$ cat src/hdl/sobel_edge_magnitude_macros.svh
// Assertion macros of the edge filter, used by the control module sem_ctrl.
`ifndef SOBEL_EDGE_MAGNITUDE_MACROS_SVH
`define SOBEL_EDGE_MAGNITUDE_MACROS_SVH
`ifndef SYNTHESIS
`define SEM_ASSERT_IMPL(lbl, clk, rst_n, ante, cons) \
  lbl: assert property (@(posedge clk) disable iff (!rst_n) (ante) |-> (cons)) \
    else $error("Same-cycle check failed.");
`define SEM_ASSERT_NEXT(lbl, clk, rst_n, ante, cons) \
  lbl: assert property (@(posedge clk) disable iff (!rst_n) (ante) |=> (cons)) \
    else $error("Next-cycle check failed.");
`else
`define SEM_ASSERT_IMPL(lbl, clk, rst_n, ante, cons)
`define SEM_ASSERT_NEXT(lbl, clk, rst_n, ante, cons)
`endif
`endif

$ cat src/hdl/sem_pkg.sv
// Types, constants and helper functions of the edge magnitude filter.
package sem_pkg;
  localparam int DEF_MAX_WIDTH = 1024;
  localparam int MAX_HEIGHT = 1024;
  localparam int PIX_MAX = 255;
  localparam int DIM_W = 11;
  localparam int COEF_W = 63;
  localparam int TAP_W = 7;
  localparam int TAPS = 9;
  localparam int CFG_IDX_W = 2;
  localparam int ROOT_W = 9;
  localparam int SQ_W = 17;
  localparam int SUM_W = 19;

  localparam logic [CFG_IDX_W-1:0] REG_WIDTH = 2'd0;
  localparam logic [CFG_IDX_W-1:0] REG_HEIGHT = 2'd1;
  localparam logic [CFG_IDX_W-1:0] REG_COEF_X = 2'd2;
  localparam logic [CFG_IDX_W-1:0] REG_COEF_Y = 2'd3;

  localparam logic [DIM_W-1:0] RST_WIDTH = 11'd640;
  localparam logic [DIM_W-1:0] RST_HEIGHT = 11'd480;

  typedef struct packed {
    logic clear_step;
    logic capture;
    logic update;
    logic conv;
    logic square;
    logic root_step;
    logic emit;
  } cmd_t;

  typedef struct packed {
    logic clear_done;
    logic started;
    logic root_done;
    logic out_busy;
  } sts_t;

  function automatic logic signed [TAP_W-1:0] tap_of(input logic [COEF_W-1:0] p,
                                                    input int k);
    return $signed(p[TAP_W*k +: TAP_W]);
  endfunction

  function automatic logic [7:0] clamp_pix(input logic signed [SUM_W-1:0] s);
    logic [7:0] r;
    if (s < 0) begin
      r = 8'd0;
    end else if (s > SUM_W'(PIX_MAX)) begin
      r = 8'(PIX_MAX);
    end else begin
      r = s[7:0];
    end
    return r;
  endfunction
endpackage

$ cat src/hdl/sem_ctrl.sv
// Sequencing state machine of the edge magnitude filter.
`include "sobel_edge_magnitude_macros.svh"
module sem_ctrl (
  input  logic          clk,
  input  logic          rst_n,
  input  logic          in_valid,
  output logic          in_stall,
  input  sem_pkg::sts_t sts,
  output sem_pkg::cmd_t cmd
);
  import sem_pkg::*;

  typedef enum logic [2:0] {
    S_CLEAR, S_IDLE, S_READ, S_CONV, S_SQ, S_ROOT, S_EMIT
  } state_t;

  state_t state_r, state_nxt;

  always_comb begin
    state_nxt = state_r;
    cmd = '0;
    case (state_r)
      S_CLEAR: begin
        cmd.clear_step = 1'b1;
        if (sts.clear_done) state_nxt = S_IDLE;
      end
      S_IDLE: begin
        if (in_valid) begin
          cmd.capture = 1'b1;
          state_nxt = S_READ;
        end
      end
      S_READ: begin
        cmd.update = 1'b1;
        state_nxt = S_CONV;
      end
      S_CONV: begin
        cmd.conv = 1'b1;
        state_nxt = sts.started ? S_SQ : S_IDLE;
      end
      S_SQ: begin
        cmd.square = 1'b1;
        state_nxt = S_ROOT;
      end
      S_ROOT: begin
        cmd.root_step = 1'b1;
        if (sts.root_done) state_nxt = S_EMIT;
      end
      S_EMIT: begin
        if (!sts.out_busy) begin
          cmd.emit = 1'b1;
          state_nxt = S_IDLE;
        end
      end
      default: state_nxt = S_IDLE;
    endcase
  end

  assign in_stall = (state_r != S_IDLE);

  always_ff @(posedge clk) begin
    if (!rst_n) begin
      state_r <= S_CLEAR;
    end else begin
      state_r <= state_nxt;
    end
  end

  `SEM_ASSERT_IMPL(a_emit_free, clk, rst_n, cmd.emit, !sts.out_busy)
  `SEM_ASSERT_NEXT(a_capture_read, clk, rst_n, cmd.capture, state_r == S_READ)
  `SEM_ASSERT_IMPL(a_clear_stall, clk, rst_n, state_r == S_CLEAR, in_stall)
  `SEM_ASSERT_NEXT(a_root_emit, clk, rst_n, cmd.root_step && sts.root_done,
                   state_r == S_EMIT)
endmodule

$ cat config.mk
export PLATFORM = sky130hd
export DESIGN_NAME = sem_ctrl
export DESIGN_NICKNAME = d
export VERILOG_FILES = /design/src/hdl/sem_pkg.sv /design/src/hdl/sem_ctrl.sv
export VERILOG_INCLUDE_DIRS = /design/src /design/src/hdl
export SDC_FILE = /design/constraint.sdc
export NUM_CORES = 1
export LEC_CHECK = 0
export ABC_AREA = 1
export BUFFER_PORTS_ARGS = -buffer_cell sky130_fd_sc_hd__buf_2
export CORE_AREA = 2 2 39 41
export DETAILED_ROUTE_END_ITERATION = 10
export DIE_AREA = 0 0 41 43
export PLACE_DENSITY = 0.55
export SLEW_MARGIN = 40
export SYNTH_ARGS = -nofsm -noshare
export SYNTH_HDL_FRONTEND = slang
export SYNTH_SLANG_ARGS = --single-unit
$ cat constraint.sdc
create_clock -name clk -period 1.08 [get_ports clk]
set_input_delay 0.216 -clock clk [delete_from_list [all_inputs] [get_ports clk]]
set_output_delay 0.216 -clock clk [all_outputs]
set_load 0.02 [all_outputs]
==> results.json <==
{
  "via_count": 376,
  "seqPwrFrac": 0.189,
  "placed_area_sq_um": 414,
  "crit_required_ns": 0.86,
  "syn-num-nets": 58,
  "grt_antenna_before_repair": 0,
  "worst_slack_ns": -0.145,
  "status": "finished, violations left",
  "cts.reportedPaths.clkPinSlew_ns": 0.04,
  "peakVddDrop_mv": 0.968,
  "grt_pass1_vias": 355,
  "rsz0062_at_grt": "yes",
  "area_growth_pct": 89.0,
  "layout_common_cells": "9 x nor2_1, 9 x buf_4, 7 x inv_1",
  "p_switching_mw": 0.762,
  "p_clk_frac": 0.121,
  "hold_violations": 0,
  "p_int_mw": 0.878,
  "failed_checks": "negative setup slack",
  "slew_headroom": 0.889,
  "dieWidth_um": 41,
  "maxSlewViolCount": 0,
  "drc": 0,
  "port_buffers": 14,
  "wl_per_cell_um": 8.64,
  "synth.avg_cell_area_sq_um": 5.57,
  "cp_data_arrival_time_ns": 1.01,
  "gp_congestion": 0.700,
  "syn_area_sq_um": 284,
  "drive_gt1_frac": 0.573,
  "maxCapViolations": 0,
  "switching_share": 0.464,
  "power_mw": 1.64,
  "cpPeakStageDelay_ns": 0.37,
  "rows": 14,
  "tightestPinTransition_ns": 0.165,
  "clk_latency_ns": 0.24,
  "first_pass_iters": 2,
  "hold_slack_ns": 0.216,
  "start_util": 0.205,
  "place_ws_ns": -0.104,
  "grt_pass1_wl_mm": 1.41,
  "fin_area_sq_um": 537,
  "worstSetupStartpointType": "flip-flop",
  "yosys_warnings": 0,
  "fmax_mhz": 816,
  "top_regs": "state_r x3",
  "track_usage": 0.122,
  "synth_seq_cells": 3,
  "worst_setup_path_end_kind": "output port",
  "crit_type": "reg -> out",
  "crit_buf_inv": 2,
  "diodes": 0,
  "critical_path.max_fanout": 7,
  "boundaryPins": 15,
  "finalSetupViolCount": 11,
  "combPwrFrac": 0.691,
  "hpwlAfterDp_um": 590,
  "largest_register_ffs": 3,
  "cts_buffer_depth": 2,
  "viasPerCell": 4.13,
  "setup_tns_ns": -0.925,
  "cts_tree": "yes",
  "grt_start_max_net_pins": 8,
  "postLayoutCoreUtil": 0.388,
  "period_share": 1.13,
  "coreArea_sq_mm": 0.00138,
  "drt_iter0_drc": 2,
  "slowest_stage": "dfxtp_4",
  "period_needed_ns": 1.22,
  "cts_max_level": 1,
  "syn-instance-count": 51,
  "hold_class": "in -> reg",
  "fin_nets": 83,
  "dieArea_sq_mm": 0.00176,
  "gr-total-overflow": 0,
  "root_buffer": "clkbuf_4",
  "ctsHoldBuffers": 0,
  "final_cells": 91,
  "p_per_area_mw_per_mm2": 3060,
  "yosysSeqAreaShare": 0.211,
  "leakagePower_nw": 0.296,
  "drt_wl_total_um": 786,
  "cts_sinks": 3,
  "dpl.cell_count": 83,
  "ant_nets": 0,
  "finClkSkew_ns": 0.00657,
  "cp_cell_sequence": "buf_6 -> nor3_2 -> buf_4",
  "ys_types": 13,
  "die_y_um": 43,
  "cts_inserted_buffers": 3,
  "path_delay_family": "flip-flops",
  "regMostFlops": "state_r"
}
power groups by stage:
| stage | logic (mW) | registers [mW] | clock network (mW) |
|---|---|---|---|
| 3_5_place_dp | 0.848 | 0.285 | 0 |
| 2_1_floorplan | 0.638 | 0.251 | 0 |
| 5_1_grt | 1.25 | 0.323 | 0.224 |
| 4_1_cts | 1.14 | 0.309 | 0.215 |
| 3_3_place_gp | 0.848 | 0.281 | 0 |
| 6_report | 1.13 | 0.309 | 0.198 |
cells in the mapped netlist, drive strengths merged:
library cell | number | area (sq um)
nor2 | 16 | 70.1
inv | 11 | 41.3
nand3 | 7 | 40.0
nand2 | 6 | 22.5
a21oi | 3 | 15.0
dfxtp | 3 | 60.1
o21ai | 2 | 10.0
buf | 1 | 7.51
nand4 | 1 | 12.5
nor3 | 1 | 5.00
metal layers:
layer,vias to the layer above,GRT usage,part of all wire
met5,-,0,0
met4,0,0.100,0
met3,0,0.0314,0.047
met2,8,0.169,0.52
met1,164,0.151,0.43
li1,204,-,-
tightest hold or removal path, delay by kind of cell:
family                 cells  cell delay, ns
and+or+nand+nor            2            0.09
buffers and inverters      1            0.11
logic make-up after synthesis:
family | count (synthesis) | synth area share
AO/OA/AOI/OAI | 5 | 0.0881
buffers and inverters | 12 | 0.172
flip-flops | 3 | 0.211
AND/OR/NAND/NOR | 31 | 0.529
path summary, 6_finish.rpt:
kind / start / endpoint / slack, ns / depth (start not counted)
max: state_r[0] / cmd[2] / -0.14 / 3
min reg2reg: state_r[0] / state_r[0] / 0.58 / 2
max reg2reg: state_r[2] / state_r[1] / -0.04 / 6
min: rst_n / state_r[0] / 0.22 / 3
area by class of cell:
| cell class | count | area [sq um] |
|---|---|---|
| Timing Repair Buffer | 21 | 165 |
| Multi-Input combinational cell | 36 | 208 |
| Clock buffer | 4 | 26.3 |
| Inverter | 11 | 46.3 |
| Tap cell | 16 | 20.0 |
| Sequential cell | 3 | 71.3 |
| Fill cell | 162 | 847 |
timing repair:
action | CTS | global route
setup buffers | 4 | 0
setup endpoints to repair | 11 | 11
gates resized for setup | 23 | 0
pin swaps | 3 | 1
(Power assumes the default switching activity.)
